--- src/rtl/rsp_pkg.sv ---
package rsp_pkg;

   localparam int MaxDepthDefault = 16;
   localparam logic [29:0] BulkMaxReset = 30'd536870912;
   localparam logic [4:0] NestReset = 5'd16;

   localparam logic [7:0] ChCr    = 8'h0d;
   localparam logic [7:0] ChLf    = 8'h0a;
   localparam logic [7:0] ChPlus  = 8'h2b;
   localparam logic [7:0] ChMinus = 8'h2d;
   localparam logic [7:0] ChColon = 8'h3a;
   localparam logic [7:0] ChDollar = 8'h24;
   localparam logic [7:0] ChStar  = 8'h2a;

   localparam logic CsrBulkMax = 1'b0;
   localparam logic CsrNest    = 1'b1;

   typedef enum logic [3:0] {
      EV_SIMPLE_BYTE = 4'd0,
      EV_ERROR_BYTE  = 4'd1,
      EV_BULK_BYTE   = 4'd2,
      EV_SIMPLE_END  = 4'd3,
      EV_ERROR_END   = 4'd4,
      EV_BULK_END    = 4'd5,
      EV_INTEGER     = 4'd6,
      EV_BULK_NULL   = 4'd7,
      EV_ARRAY_HDR   = 4'd8,
      EV_ARRAY_NULL  = 4'd9,
      EV_PARSE_ERROR = 4'd10
   } event_kind_type;

   typedef enum logic [2:0] {
      ERR_NONE       = 3'd0,
      ERR_UNKNOWN    = 3'd1,
      ERR_EMPTY      = 3'd2,
      ERR_BAD_NUMBER = 3'd3,
      ERR_NO_CRLF    = 3'd4,
      ERR_TOO_DEEP   = 3'd5,
      ERR_INCOMPLETE = 3'd6
   } error_code_type;

   // One result beat as it travels from the front to the back.
   typedef struct packed {
      event_kind_type kind;
      logic [7:0]     data_byte;
      logic [63:0]    number;
      logic [4:0]     nest_level;
      logic           top_done;
      error_code_type error_code;
      logic           last_of_run;
   } event_type;

endpackage

--- src/rtl/rsp_front.sv ---
module rsp_front #(
   parameter int MAX_DEPTH = rsp_pkg::MaxDepthDefault
) (
   input  logic                clock,
   input  logic                reset,
   input  logic                step,
   input  logic [7:0]          in_byte,
   input  logic                restart,
   input  logic                end_of_data,
   input  logic [29:0]         bulk_max,
   input  logic [4:0]          nest_max,
   output logic [1:0]          ev_count,
   output rsp_pkg::event_type  ev0,
   output rsp_pkg::event_type  ev1
);

   localparam int DW = (MAX_DEPTH > 1) ? $clog2(MAX_DEPTH) : 1;
   localparam int LimMax = (MAX_DEPTH > 31) ? 31 : MAX_DEPTH;

   typedef enum logic [4:0] {
      PH_IDLE    = 5'b00001,
      PH_LINE    = 5'b00010,
      PH_BULK    = 5'b00100,
      PH_BULK_CR = 5'b01000,
      PH_BULK_LF = 5'b10000
   } phase_type;

   typedef enum logic [2:0] {
      LK_SIMPLE = 3'd0, LK_ERROR = 3'd1, LK_INT = 3'd2, LK_BULK = 3'd3, LK_ARRAY = 3'd4
   } line_kind_type;

   phase_type     phase_ff, phase_in;
   line_kind_type kind_ff, kind_in;
   logic [63:0]   acc_ff, acc_in;
   logic          neg_ff, neg_in, seen_ff, seen_in, cr_ff, cr_in, fail_ff, fail_in;
   logic [29:0]   bulk_ff, bulk_in;
   logic [4:0]    depth_ff, depth_in;
   logic [31:0]   lvl_ff [MAX_DEPTH];
   logic [31:0]   lvl_wdata;
   logic          lvl_we;
   logic [DW-1:0] lvl_widx;

   // Nonzero-remaining flags, one per level.
   logic [MAX_DEPTH-1:0] more_ff, more_in;

   logic [4:0]  limit;
   logic        is_digit;
   logic [3:0]  dval;

   rsp_pkg::event_type e0, e1;
   logic [1:0] cnt;

   always_comb begin
      limit = nest_max;
      if (limit < 5'd1) limit = 5'd1;
      if (limit > 5'(LimMax)) limit = 5'(LimMax);
   end

   // Helper builders.
   function automatic rsp_pkg::event_type mk(rsp_pkg::event_kind_type k, logic [7:0] b,
                                             logic [63:0] n, logic [4:0] l, logic t,
                                             rsp_pkg::error_code_type c);
      rsp_pkg::event_type e;
      e.kind = k; e.data_byte = b; e.number = n; e.nest_level = l;
      e.top_done = t; e.error_code = c; e.last_of_run = 1'b0;
      return e;
   endfunction

   // Only the highest still-open level gets the decrement: every level above it
   // holds a count of one and closes with this value.
   logic [DW-1:0] dec_idx;
   logic          dec_any;
   logic [4:0]    dec_depth;
   always_comb begin
      dec_idx = '0;
      dec_any = 1'b0;
      dec_depth = 5'd0;
      for (int i = 0; i < MAX_DEPTH; i++) begin
         if (i < int'(depth_ff) && more_ff[i] && lvl_ff[i] > 32'd1) begin
            dec_idx = DW'(i);
            dec_any = 1'b1;
         end
      end
      // levels above dec_idx all close (their counts are 1)
      dec_depth = dec_any ? (5'(dec_idx) + 5'd1) : 5'd0;
   end

   always_comb begin
      is_digit = (in_byte >= 8'h30) && (in_byte <= 8'h39);
      dval = in_byte[3:0];
   end

   // Decimal step with overflow check: acc*10 + d <= limit.
   logic [63:0] x10;
   logic [67:0] wide;
   logic        ovf;
   logic [7:0]  dbyte;
   always_comb begin
      wide = {4'd0, acc_ff} * 68'd10 + 68'(dval);
      x10 = wide[63:0];
      ovf = neg_ff ? (wide > 68'h08000000000000000) : (wide > 68'h07FFFFFFFFFFFFFFF);
      dbyte = in_byte;
   end

   always_comb begin
      logic [63:0] nval;
      logic is_str;
      phase_in = phase_ff; kind_in = kind_ff; acc_in = acc_ff; neg_in = neg_ff;
      seen_in = seen_ff; cr_in = cr_ff; fail_in = fail_ff; bulk_in = bulk_ff;
      depth_in = depth_ff; more_in = more_ff;
      lvl_we = 1'b0; lvl_widx = '0; lvl_wdata = 32'd0;
      e0 = mk(rsp_pkg::EV_SIMPLE_BYTE, 8'd0, 64'd0, 5'd0, 1'b0, rsp_pkg::ERR_NONE);
      e1 = e0;
      cnt = 2'd0;
      nval = neg_ff ? (64'd0 - acc_ff) : acc_ff;
      is_str = (kind_ff == LK_SIMPLE) || (kind_ff == LK_ERROR);
      if (restart) begin
         phase_in = PH_IDLE; kind_in = LK_SIMPLE; acc_in = '0; neg_in = 1'b0;
         seen_in = 1'b0; cr_in = 1'b0; fail_in = 1'b0; bulk_in = '0;
         depth_in = '0; more_in = '0;
      end else if (fail_ff) begin
         cnt = 2'd0;
      end else if (end_of_data) begin
         if (phase_ff != PH_IDLE || depth_ff != 5'd0) begin
            e0 = mk(rsp_pkg::EV_PARSE_ERROR, 8'd0, 64'd0, depth_ff, 1'b0,
                    rsp_pkg::ERR_INCOMPLETE);
            cnt = 2'd1; fail_in = 1'b1;
         end
      end else begin
         unique case (phase_ff)
            PH_IDLE: begin
               phase_in = PH_LINE; acc_in = '0; neg_in = 1'b0; seen_in = 1'b0;
               cr_in = 1'b0;
               unique case (in_byte)
                  rsp_pkg::ChPlus:   kind_in = LK_SIMPLE;
                  rsp_pkg::ChMinus:  kind_in = LK_ERROR;
                  rsp_pkg::ChColon:  kind_in = LK_INT;
                  rsp_pkg::ChDollar: kind_in = LK_BULK;
                  rsp_pkg::ChStar:   kind_in = LK_ARRAY;
                  default: begin
                     phase_in = PH_IDLE; acc_in = acc_ff; neg_in = neg_ff;
                     seen_in = seen_ff; cr_in = cr_ff;
                     e0 = mk(rsp_pkg::EV_PARSE_ERROR, 8'd0, 64'd0, depth_ff, 1'b0,
                             rsp_pkg::ERR_UNKNOWN);
                     cnt = 2'd1; fail_in = 1'b1;
                  end
               endcase
            end
            PH_LINE: begin
               if (cr_ff && in_byte == rsp_pkg::ChLf) begin
                  cr_in = 1'b0;
                  // Line end.
                  if (!seen_ff) begin
                     e0 = mk(rsp_pkg::EV_PARSE_ERROR, 8'd0, 64'd0, depth_ff, 1'b0,
                             (!is_str && neg_ff) ? rsp_pkg::ERR_BAD_NUMBER
                                                 : rsp_pkg::ERR_EMPTY);
                     cnt = 2'd1; fail_in = 1'b1;
                  end else if (is_str || kind_ff == LK_INT) begin
                     e0 = mk(kind_ff == LK_SIMPLE ? rsp_pkg::EV_SIMPLE_END :
                             kind_ff == LK_ERROR ? rsp_pkg::EV_ERROR_END :
                             rsp_pkg::EV_INTEGER, 8'd0,
                             (kind_ff == LK_INT) ? nval : 64'd0, depth_ff,
                             ~dec_any, rsp_pkg::ERR_NONE);
                     cnt = 2'd1; phase_in = PH_IDLE;
                  end else if (neg_ff && acc_ff != 64'd0) begin
                     if (acc_ff != 64'd1) begin
                        e0 = mk(rsp_pkg::EV_PARSE_ERROR, 8'd0, 64'd0, depth_ff, 1'b0,
                                rsp_pkg::ERR_BAD_NUMBER);
                        cnt = 2'd1; fail_in = 1'b1;
                     end else begin
                        e0 = mk(kind_ff == LK_BULK ? rsp_pkg::EV_BULK_NULL
                                                   : rsp_pkg::EV_ARRAY_NULL, 8'd0,
                                {64{1'b1}}, depth_ff, ~dec_any, rsp_pkg::ERR_NONE);
                        cnt = 2'd1; phase_in = PH_IDLE;
                     end
                  end else if (kind_ff == LK_BULK) begin
                     if (acc_ff > {34'd0, bulk_max}) begin
                        e0 = mk(rsp_pkg::EV_PARSE_ERROR, 8'd0, 64'd0, depth_ff, 1'b0,
                                rsp_pkg::ERR_BAD_NUMBER);
                        cnt = 2'd1; fail_in = 1'b1;
                     end else begin
                        bulk_in = acc_ff[29:0];
                        phase_in = (acc_ff[29:0] != 30'd0) ? PH_BULK : PH_BULK_CR;
                     end
                  end else begin
                     if (acc_ff > 64'h7FFFFFFF) begin
                        e0 = mk(rsp_pkg::EV_PARSE_ERROR, 8'd0, 64'd0, depth_ff, 1'b0,
                                rsp_pkg::ERR_BAD_NUMBER);
                        cnt = 2'd1; fail_in = 1'b1;
                     end else if (acc_ff == 64'd0) begin
                        e0 = mk(rsp_pkg::EV_ARRAY_HDR, 8'd0, 64'd0, depth_ff, ~dec_any,
                                rsp_pkg::ERR_NONE);
                        cnt = 2'd1; phase_in = PH_IDLE;
                     end else if (depth_ff >= limit) begin
                        e0 = mk(rsp_pkg::EV_PARSE_ERROR, 8'd0, 64'd0, depth_ff, 1'b0,
                                rsp_pkg::ERR_TOO_DEEP);
                        cnt = 2'd1; fail_in = 1'b1;
                     end else begin
                        e0 = mk(rsp_pkg::EV_ARRAY_HDR, 8'd0, acc_ff, depth_ff, 1'b0,
                                rsp_pkg::ERR_NONE);
                        cnt = 2'd1; phase_in = PH_IDLE;
                        lvl_we = 1'b1; lvl_widx = DW'(depth_ff);
                        lvl_wdata = acc_ff[31:0];
                        depth_in = depth_ff + 5'd1;
                     end
                  end
                  if (phase_in == PH_IDLE && !fail_in && !lvl_we) begin
                     // A value completed: count it against the open arrays.
                     depth_in = dec_depth;
                     if (dec_any) begin
                        lvl_we = 1'b1; lvl_widx = dec_idx;
                        lvl_wdata = lvl_ff[dec_idx] - 32'd1;
                     end
                  end
               end else begin
                  // Pending CR is data in a string line (a number line fails on it), then this byte (CR pends again).
                  logic pend_fail;
                  logic [63:0] a;
                  logic n, s;
                  pend_fail = 1'b0;
                  a = acc_ff; n = neg_ff; s = seen_ff;
                  cr_in = (in_byte == rsp_pkg::ChCr);
                  if (is_str) begin
                     if (cr_ff) begin
                        e0 = mk(kind_ff == LK_SIMPLE ? rsp_pkg::EV_SIMPLE_BYTE
                                                     : rsp_pkg::EV_ERROR_BYTE,
                                rsp_pkg::ChCr, 64'd0, depth_ff, 1'b0, rsp_pkg::ERR_NONE);
                        seen_in = 1'b1;
                     end
                     if (in_byte != rsp_pkg::ChCr) begin
                        if (cr_ff) begin
                           e1 = mk(e0.kind, dbyte, 64'd0, depth_ff, 1'b0,
                                   rsp_pkg::ERR_NONE);
                           cnt = 2'd2;
                        end else begin
                           e0 = mk(kind_ff == LK_SIMPLE ? rsp_pkg::EV_SIMPLE_BYTE
                                                        : rsp_pkg::EV_ERROR_BYTE,
                                   dbyte, 64'd0, depth_ff, 1'b0, rsp_pkg::ERR_NONE);
                           cnt = 2'd1;
                        end
                        seen_in = 1'b1;
                     end else begin
                        cnt = cr_ff ? 2'd1 : 2'd0;
                     end
                  end else begin
                     if (cr_ff) pend_fail = 1'b1;
                     else if (in_byte == rsp_pkg::ChCr) begin
                        a = acc_ff;
                     end else if (in_byte == rsp_pkg::ChMinus && !s && !n) begin
                        n = 1'b1;
                     end else if (is_digit && !ovf) begin
                        a = x10; s = 1'b1;
                     end else begin
                        pend_fail = 1'b1;
                     end
                     acc_in = a; neg_in = n; seen_in = s;
                     if (pend_fail) begin
                        e0 = mk(rsp_pkg::EV_PARSE_ERROR, 8'd0, 64'd0, depth_ff, 1'b0,
                                rsp_pkg::ERR_BAD_NUMBER);
                        cnt = 2'd1; fail_in = 1'b1; cr_in = 1'b0;
                     end
                  end
               end
            end
            PH_BULK: begin
               e0 = mk(rsp_pkg::EV_BULK_BYTE, dbyte, 64'd0, depth_ff, 1'b0,
                       rsp_pkg::ERR_NONE);
               cnt = 2'd1;
               bulk_in = bulk_ff - 30'd1;
               if (bulk_ff == 30'd1) phase_in = PH_BULK_CR;
            end
            PH_BULK_CR: begin
               if (in_byte == rsp_pkg::ChCr) phase_in = PH_BULK_LF;
               else begin
                  e0 = mk(rsp_pkg::EV_PARSE_ERROR, 8'd0, 64'd0, depth_ff, 1'b0,
                          rsp_pkg::ERR_NO_CRLF);
                  cnt = 2'd1; fail_in = 1'b1;
               end
            end
            PH_BULK_LF: begin
               if (in_byte == rsp_pkg::ChLf) begin
                  e0 = mk(rsp_pkg::EV_BULK_END, 8'd0, 64'd0, depth_ff, ~dec_any,
                          rsp_pkg::ERR_NONE);
                  cnt = 2'd1; phase_in = PH_IDLE;
                  depth_in = dec_depth;
                  if (dec_any) begin
                     lvl_we = 1'b1; lvl_widx = dec_idx;
                     lvl_wdata = lvl_ff[dec_idx] - 32'd1;
                  end
               end else begin
                  e0 = mk(rsp_pkg::EV_PARSE_ERROR, 8'd0, 64'd0, depth_ff, 1'b0,
                          rsp_pkg::ERR_NO_CRLF);
                  cnt = 2'd1; fail_in = 1'b1;
               end
            end
            default: begin
               phase_in = PH_IDLE;
            end
         endcase
      end
      if (lvl_we) more_in[lvl_widx] = (lvl_wdata != 32'd0);
      if (cnt == 2'd1) e0.last_of_run = 1'b1;
      if (cnt == 2'd2) e1.last_of_run = 1'b1;
   end

   assign ev_count = step ? cnt : 2'd0;
   assign ev0 = e0;
   assign ev1 = e1;

   always_ff @(posedge clock) begin
      if (reset) begin
         phase_ff <= PH_IDLE; kind_ff <= LK_SIMPLE; acc_ff <= '0; neg_ff <= 1'b0;
         seen_ff <= 1'b0; cr_ff <= 1'b0; fail_ff <= 1'b0; bulk_ff <= '0;
         depth_ff <= '0; more_ff <= '0;
      end else if (step) begin
         phase_ff <= phase_in; kind_ff <= kind_in; acc_ff <= acc_in; neg_ff <= neg_in;
         seen_ff <= seen_in; cr_ff <= cr_in; fail_ff <= fail_in; bulk_ff <= bulk_in;
         depth_ff <= depth_in; more_ff <= more_in;
      end
   end

   always_ff @(posedge clock) begin
      if (step && lvl_we && !restart) lvl_ff[lvl_widx] <= lvl_wdata;
   end

`ifndef SYNTHESIS
   a_depth_bound: assert property (@(posedge clock) disable iff (reset)
      depth_ff <= 5'(LimMax)) else $error("depth above limit");
   a_fail_silent: assert property (@(posedge clock) disable iff (reset)
      (fail_ff && !restart) |-> cnt == 2'd0) else $error("results after failure");
   a_two_only_str: assert property (@(posedge clock) disable iff (reset)
      cnt == 2'd2 |-> (phase_ff == PH_LINE && cr_ff)) else $error("bad pair");
`endif

endmodule

--- src/rtl/rsp_queue.sv ---
module rsp_queue (
   input  logic               clock,
   input  logic               reset,
   input  logic [1:0]         push_count,
   input  rsp_pkg::event_type push0,
   input  rsp_pkg::event_type push1,
   output logic               has_room,
   input  logic               pop,
   output logic               not_empty,
   output rsp_pkg::event_type head
);

   localparam int Depth = 4;

   rsp_pkg::event_type slot_ff [Depth];
   logic [1:0] rd_ff, rd_in, wr_ff, wr_in;
   logic [2:0] cnt_ff, cnt_in;

   // Room for two results is kept so a front step never has to wait on count.
   assign has_room = (cnt_ff <= 3'd2);
   assign not_empty = (cnt_ff != 3'd0);
   assign head = slot_ff[rd_ff];

   always_comb begin
      rd_in = pop ? rd_ff + 2'd1 : rd_ff;
      wr_in = wr_ff + push_count;
      cnt_in = cnt_ff + {1'b0, push_count} - {2'd0, pop};
   end

   always_ff @(posedge clock) begin
      if (reset) begin
         rd_ff <= '0; wr_ff <= '0; cnt_ff <= '0;
      end else begin
         rd_ff <= rd_in; wr_ff <= wr_in; cnt_ff <= cnt_in;
      end
   end

   always_ff @(posedge clock) begin
      if (push_count != 2'd0) slot_ff[wr_ff] <= push0;
      if (push_count == 2'd2) slot_ff[wr_ff + 2'd1] <= push1;
   end

`ifndef SYNTHESIS
   a_no_overflow: assert property (@(posedge clock) disable iff (reset)
      cnt_ff <= 3'(Depth)) else $error("queue overflow");
   a_no_underflow: assert property (@(posedge clock) disable iff (reset)
      pop |-> cnt_ff != 3'd0) else $error("queue underflow");
   a_push_room: assert property (@(posedge clock) disable iff (reset)
      push_count != 2'd0 |-> has_room) else $error("push without room");
`endif

endmodule

--- src/rtl/resp_stream_parser_core.sv ---
// Channel  | direction | handshake              | payload
// req_     | in        | req_valid / req_stall  | in_byte, restart, end_of_data
// rsp_     | out       | rsp_valid / rsp_stall  | event fields, one per beat
// csr_     | in        | csr_write              | csr_index, csr_data
//
// The front parser takes one beat per cycle while req_stall is low and produces
// zero, one or two result beats in that same cycle; they enter a four-entry
// queue. req_stall rises only when the queue holds more than two beats, so input
// runs back to back while the output drains one beat per cycle when rsp_stall
// is low. Reset is synchronous; configuration returns to its reset values.
module resp_stream_parser_core #(
   parameter int MAX_DEPTH = rsp_pkg::MaxDepthDefault
) (
   input  logic        clock,
   input  logic        reset,
   input  logic        req_valid,
   output logic        req_stall,
   input  logic [7:0]  req_in_byte,
   input  logic        req_restart,
   input  logic        req_end_of_data,
   output logic        rsp_valid,
   input  logic        rsp_stall,
   output logic [3:0]  rsp_event_kind,
   output logic [7:0]  rsp_data_byte,
   output logic signed [63:0] rsp_number,
   output logic [4:0]  rsp_nest_level,
   output logic        rsp_top_done,
   output logic [2:0]  rsp_error_code,
   output logic        rsp_last_of_run,
   input  logic        csr_write,
   input  logic        csr_index,
   input  logic [29:0] csr_data
);

   logic [29:0] bulk_max_ff;
   logic [4:0]  nest_max_ff;
   logic        step, room, pop, not_empty;
   logic [1:0]  ev_count;
   rsp_pkg::event_type ev0, ev1, head;

   // Configuration registers.
   always_ff @(posedge clock) begin
      if (reset) begin
         bulk_max_ff <= rsp_pkg::BulkMaxReset;
         nest_max_ff <= rsp_pkg::NestReset;
      end else if (csr_write) begin
         unique case (csr_index)
            rsp_pkg::CsrBulkMax: bulk_max_ff <= csr_data;
            rsp_pkg::CsrNest:    nest_max_ff <= csr_data[4:0];
            default: ;
         endcase
      end
   end

   assign req_stall = ~room;
   assign step = req_valid & room;

   rsp_front #(.MAX_DEPTH(MAX_DEPTH)) u_front (
      .clock(clock), .reset(reset), .step(step),
      .in_byte(req_in_byte), .restart(req_restart), .end_of_data(req_end_of_data),
      .bulk_max(bulk_max_ff), .nest_max(nest_max_ff),
      .ev_count(ev_count), .ev0(ev0), .ev1(ev1)
   );

   assign pop = not_empty & ~rsp_stall;

   rsp_queue u_queue (
      .clock(clock), .reset(reset), .push_count(ev_count), .push0(ev0), .push1(ev1),
      .has_room(room), .pop(pop), .not_empty(not_empty), .head(head)
   );

   assign rsp_valid       = not_empty;
   assign rsp_event_kind  = head.kind;
   assign rsp_data_byte   = head.data_byte;
   assign rsp_number      = head.number;
   assign rsp_nest_level  = head.nest_level;
   assign rsp_top_done    = head.top_done;
   assign rsp_error_code  = head.error_code;
   assign rsp_last_of_run = head.last_of_run;

`ifndef SYNTHESIS
   a_stall_only_full: assert property (@(posedge clock) disable iff (reset)
      req_stall |-> not_empty) else $error("stall with empty queue");
   a_valid_from_queue: assert property (@(posedge clock) disable iff (reset)
      (ev_count != 2'd0 && !pop) |=> rsp_valid) else $error("result lost");
   a_csr_nest: assert property (@(posedge clock) disable iff (reset)
      (csr_write && csr_index == rsp_pkg::CsrNest) |=> nest_max_ff == $past(csr_data[4:0]))
      else $error("config write lost");
`endif

endmodule

--- config.mk ---
export PLATFORM = sky130hd
export DESIGN_NAME = resp_stream_parser_core
export DESIGN_NICKNAME = d
export VERILOG_FILES = /design/src/rtl/rsp_pkg.sv /design/src/rtl/rsp_front.sv /design/src/rtl/rsp_queue.sv /design/src/rtl/resp_stream_parser_core.sv
export SDC_FILE = /design/constraint.sdc
export NUM_CORES = 2
export LEC_CHECK = 0
export ABC_CLOCK_PERIOD_IN_PS = 16800
export BUFFER_PORTS_ARGS = -buffer_cell sky130_fd_sc_hd__buf_2
export CAP_MARGIN = 20
export CELL_PAD_IN_SITES_DETAIL_PLACEMENT = 1
export CELL_PAD_IN_SITES_GLOBAL_PLACEMENT = 2
export CORE_UTILIZATION = 39
export CTS_CLUSTER_SIZE = 16
export DETAILED_ROUTE_END_ITERATION = 7
export GPL_TIMING_DRIVEN = 0
export PLACE_DENSITY_LB_ADDON = 0.1
export RECOVER_POWER = 25
export SLEW_MARGIN = 20
export SYNTH_ARGS = -nofsm -noshare
export SYNTH_HDL_FRONTEND = slang
export SYNTH_HIERARCHICAL = 1
export SYNTH_SLANG_ARGS = --single-unit
--- constraint.sdc ---
create_clock -name clock -period 16.8 [get_ports clock]
set_input_delay 5.04 -clock clock [delete_from_list [all_inputs] [get_ports clock]]
set_output_delay 5.04 -clock clock [all_outputs]
set_load 0.1 [all_outputs]
======== After elaboration in Yosys (flattened, before gate mapping) ========
Memories as Yosys holds them, arrays and structs flattened. A register that Yosys moved wholly into a read port is not among the register bits.
Index checks and enable logic that the tools add are counted.
Widths: inputs -> output; s select.
operators by class
  $add $sub $neg .......................... 11
  $mul .................................... 1
  magnitude comparators ................... 44
  equal/unequal tests ..................... 54
  multiplexer cells ....................... 288
  bitwise gates (word level) .............. 6
  reductions and logical operators ........ 79
operators by type and width
  operator               count
  $mux 86                29
  $mux 64                12
  $gt 32x1->1 const B    16
  $mux 32                15
  $pmux 86 s5            1
  $mux 30                9
  $mux 5                 37
  $pmux 64 s2            1
  $mux 1                 116
  $mux 4                 26
  $mux 84                1
  $add 68x4->68          1
  $gt 68x63->1 const B   1
  $gt 68x64->1 const B   1
  $mul 64x3->67 const B  1
  $gt 64x30->1           1
  $gt 64x31->1 const B   1
  $logic_not 64->1       1
  $ne 64x1->1 const B    1
  $pmux 32 s2            1
  $reduce_bool 64->1     1
  $sub 1x64->64 const A  1
  $pmux 30 s2            1
  $logic_and 1x1->1      44
  72 further kinds       164
word-level totals
  register bits ........................... 169
  bits in writable memories ............... 856
  bits of input ports ..................... 46
  output and inout port bits .............. 88
  logic and storage cells ................. 500
  memories ................................ 2
memory list
  name             words  width  rd ports  clocked after Yosys merged registers in  write ports  RTL line         RTL
  u_front.lvl_ff   16     32     17        0                                        1            rsp_front.sv:38  logic [31:0] lvl_ff [MAX_DEPTH];
  u_queue.slot_ff  4      86     1         1                                        2            rsp_queue.sv:15  rsp_pkg::event_type slot_ff [Depth];

======== Logic depth before layout (Yosys ltp) ========
  word-level depth ........................ 32
  gate-level depth with buffers ........... 30
  mapped depth without buffers ............ 26

======== Modules after synthesis ========
Netlist, hierarchy kept.
modules (own cells, without submodules)
  module                   instances  cells an instance  area each (sq um)  seq. area each (sq um)
  rsp_front                1          4,492              42,319.3           17,917.2
  rsp_queue                1          880                17,275.3           10,510.1
  resp_stream_parser_core  1          154                1,575.3            700.7

======== Worst setup path after synthesis ========
No wires, ideal clock.
  path kind ............................... input -> register
  start ................................... input port req_in_byte[1]
  end ..................................... memory u_queue/slot_ff[0][0] in the netlist's numbering, enable pin
  library setup time ...................... 0.649 ns
  arrival time ............................ 15.330 ns
  data required time ...................... 16.151 ns
  setup slack ............................. 0.821 ns
  stages on the path ...................... 23
  path buffers ............................ 1
  cell sequence ........................... ha_1 fa_1 a21o_1 nand2_1 nor3_1 nand4_1 nor4_1 nand4_1 or3_1 clkbuf_1 nor4_2 and2_1 nand4_1 nor4b_1 a32o_1 o2111ai_1 o31ai_4 nor2_1 a211oi_1 o22ai_1 and2_1 o21bai_1 o21ai_0
RTL lines
  item         RTL line                       RTL
  from (decl)  resp_stream_parser_core.sv:18  input logic [7:0] req_in_byte,
  to (decl)    rsp_queue.sv:15

==> impl_metrics.yaml <==
outcome:
  outcome: "finished, violations left"
  failed_checks: "capacitance limit, slew limit"
timing:
  relSlewSlack_pct: -77.9
  final-hold-violation-count: 0
  final.period_utilization_pct: 80.3
  tightestPinTransition_ns: 2.67
  min_period_ns: 13.48
  unrepaired_setup_endpoints_after_global_routing: "no"
  fin_worst_skew_ns: 0.106
  max_freq_ghz: 0.0742
  drv_slew: 77
  finalSetupViolations: 0
  fin_ws_ns: 3.32
worst_setup_path:
  cp_data_arrival_time_ns: 13.91
  crit_path_start_kind: "input port"
  slowest_stage: "sky130_fd_sc_hd__nor3_1"
  cp_slowest_stage_delay_ns: 0.63
  crit_type: "in2reg"
  timing.critical_path.mode_cell: "sky130_fd_sc_hd__nand4_1"
  cp-end-kind: "register"
  crit_path_max_fanout: 16
  worstPathRequired_ns: 17.23
drt:
  route.antenna.remaining_nets: 0
  drt_wl_total_um: 269000
  via_per_instance_ratio: 6.37
  drt_pre_antenna_iters: 5
  drt_iter0_markers: 5900
  drcViolationCount: 0
  routedWlPerCell_um: 33.3
  vias: 51400
power:
  max-vdd-ir-drop_mv: 0.0884
  finalPower_mw: 6.58
  total_leakage_power_nw: 24.3
  power-per-cell-area_mw_per_mm2: 94.3
synthesis:
  synth_seq_cells: 1027
  syn_area_sq_mm: 0.0612
  number_of_enable_type_register_cells_in_the_synthesized_netlist: 856
  synth_top_flop_cell: "sky130_fd_sc_hd__edfxtp_1"
  netlist_instances: 5526
  yosysWarnings: 6
  share_of_the_yosys_chip_area_belonging_to_registers_pct: 47.6
  synthArstFlopShare_pct: 0
  avgSynthCellArea_sq_um: 11.1
  synth_cell_type_count: 149
floorplan:
  initial_cell_density_of_the_core_pct: 39.5
  chipWidth_um: 398
  io_pins: 134
  rows: 144
  die_y_um: 398
  design.core.area_sq_mm: 0.155
  dieArea_sq_mm: 0.158
placement:
  dp_hpwl_um: 205000
  gpl.final_weighted_congestion: 0.993
  portBuffers: 133
  placement.setup.worst_slack_ns: 2.57
cts:
  clock-sinks: 1027
  tritoncts: "yes"
  cts-htree-levels: 3
  clk_latency_ns: 0.82
  ctsResizeCount: 0
  cts.path.max_buffers: 3
  cts_hold_buf: 0
  clkTransAtPathRegs_ns: 0.06
  clock-root-buffer: "sky130_fd_sc_hd__clkbuf_16"
  post_cts_buffers: 0
  numCtsBuffers: 116
flow_run:
  max_cap_violations: 6
global_route:
  groute.usage.overall_pct: 33.2
  grt_first_pass_wirelength_um: 378000
  pin_count_of_the_biggest_net_entering_global_routing: 24
  globalRouteOverflowTotal: 0
  vias_in_the_first_global_route: 50400
  grt_antenna_before_repair: 13
finish:
  multiInputGateArea_sq_mm: 0.0297
  regArea_sq_mm: 0.0291
  net_count_of_the_finished_layout: 6149
  number_of_filler_instances_in_the_final_layout: 16800
  syn2layout_area_growth_pct: 14.1
  layout-drive-gt1-share_pct: 18.6
worst_hold_path:
  hold_path_class: "reg2reg"
Yosys cell counts, drive strengths merged, types with 24 or more instances:
master	instances	share of area [%]
nand2b	67	0.69
a211oi	42	0.57
inv	101	0.62
nand4	93	1.0
buf	200	2.4
edfxtp	856	42
and3	59	0.62
nor2	374	2.3
o21a	27	0.33
a21oi	292	2.4
or2	32	0.33
nor3	160	1.3
xnor2	89	1.3
mux4	87	3.2
mux2	361	7.1
a22o	24	0.36
o41ai	28	0.40
o31ai	47	0.62
dfxtp	171	5.6
nor4	165	1.8
a22oi	24	0.29
a21o	77	0.95
a31oi	44	0.45
nand3	161	1.3
mux2i	38	0.62
a2111oi	40	0.62
o221ai	32	0.47
nor2b	28	0.29
o21ai	340	3.1
ha	176	3.6
o211ai	29	0.36
clkbuf	212	1.4
xor2	82	1.2
or3	71	0.73
a311oi	40	0.61
nand2	407	2.5
and2	54	0.56
o22ai	36	0.37
state kept, by name, summed over array words and instances, names as in the netlist, named ones only:
| signal | cells |
|---|---|
| u_front/phase_ff | 5 |
| u_front/seen_ff | 1 |
| u_front/depth_ff | 5 |
| u_front/acc_ff | 64 |
| nest_max_ff | 5 |
| u_queue/rd_ff | 2 |
| bulk_max_ff | 30 |
| u_front/neg_ff | 1 |
| u_front/cr_ff | 1 |
| u_front/more_ff | 16 |
| u_front/fail_ff | 1 |
| u_front/lvl_ff | 512 |
| u_queue/slot_ff | 344 |
| u_queue/wr_ff | 2 |
| u_front/kind_ff | 3 |
| u_queue/cnt_ff | 3 |
| u_front/bulk_ff | 30 |
cell families after synthesis:
logic type,count (synthesis),share of synthesized area [%]
compound gates,1328,15.0
xor+xnor,173,2.53
fa+ha+maj,179,3.70
buf+inv,519,4.57
flops,1027,47.6
mux,486,10.9
other cells,1,0.00613
simple gates,1813,15.6
routing by layer:
metal / vias to the layer above / share of wire (%) / global-route usage [%]
li1: 22200 / - / -
met5: - / 0.0071 / 0
met3: 364 / 10 / 8.73
met1: 26400 / 45 / 49.0
met2: 2471 / 42 / 47.9
met4: 2 / 2.5 / 8.10
path summary, 6_finish.rpt:
check	from	end	slack, ns	cells after the start
setup / recovery	req_in_byte[1]	u_queue/slot_ff[0][41]	3.32	29
hold / removal	bulk_max_ff[21]	bulk_max_ff[21]	0.47	2
setup reg to reg	u_front/lvl_ff[15][4]	u_front/more_ff[5]	4.85	23
hold reg to reg	bulk_max_ff[21]	bulk_max_ff[21]	0.47	2
power by group:
| part | leakage (nW) | internal, mW | total (mW) | switching (mW) |
|---|---|---|---|---|
| Combinational | 14.1 | 0.244 | 1.11 | 0.866 |
| Sequential | 8.25 | 2.76 | 2.77 | 0.0140 |
| Clock | 1.93 | 1.55 | 2.70 | 1.15 |
layout make-up:
cell class / count / share of cell area (%)
sequential: 1027 / 41.7
inverter: 102 / 0.556
buffer: 417 / 3.43
clock inverter: 84 / 1.42
antenna: 8 / 0.0287
clock buffer: 130 / 4.29
multi-input combinational: 4050 / 42.5
timing repair buffer: 210 / 2.33
tap: 2044 / 3.66
worst max-delay path, delay by kind of cell:
| kind | cells | cell delay (ns) |
|---|---|---|
| and+or+nand+nor | 12 | 4.43 |
| AOI/OAI and AO/OA | 6 | 1.59 |
| buffers and inverters | 7 | 1.68 |
| muxes | 1 | 0.23 |
| adders and majority gates | 2 | 0.49 |
| xor gates and xnor gates | 1 | 0.38 |
layout by cell type (no fill, tap or decap), drive strengths merged, types with 27 or more instances in the layout:
cell type,n
mux2i,38
a2111oi,40
o41ai,28
or3,71
nand2,407
dfxtp,171
o221ai,32
conb,71
xor2,82
nor4,165
nand4,93
o22ai,36
ha,176
a211oi,42
o31ai,47
a311oi,40
mux2,361
clkbuf,448
o21a,27
inv,104
edfxtp,856
xnor2,89
nor2,374
and2,54
nand2b,67
buf,304
o211ai,29
clkinv,55
o21ai,340
or2,32
and3,59
nor3,160
mux4,87
nor2b,28
nand3,161
a31oi,44
a21o,77
a21oi,292
through the flow:
stage / utilization (%) / hold slack, ns / instances / cell area, sq um / setup TNS (ns)
final: 45.1 / 0.473 / 8072 / 69800 / 0
after global routing: 45.0 / 0.499 / 8064 / 69800 / 0
after CTS: 45.2 / 0.467 / 8063 / 70100 / 0
after detailed placement: 42.7 / 0.456 / 7849 / 66100 / 0
after global placement: 41.7 / 0.454 / 7773 / 64700 / -1352.26
after floorplan: - / 0.432 / 5596 / 61400 / 0
(Power assumes the default switching activity.)
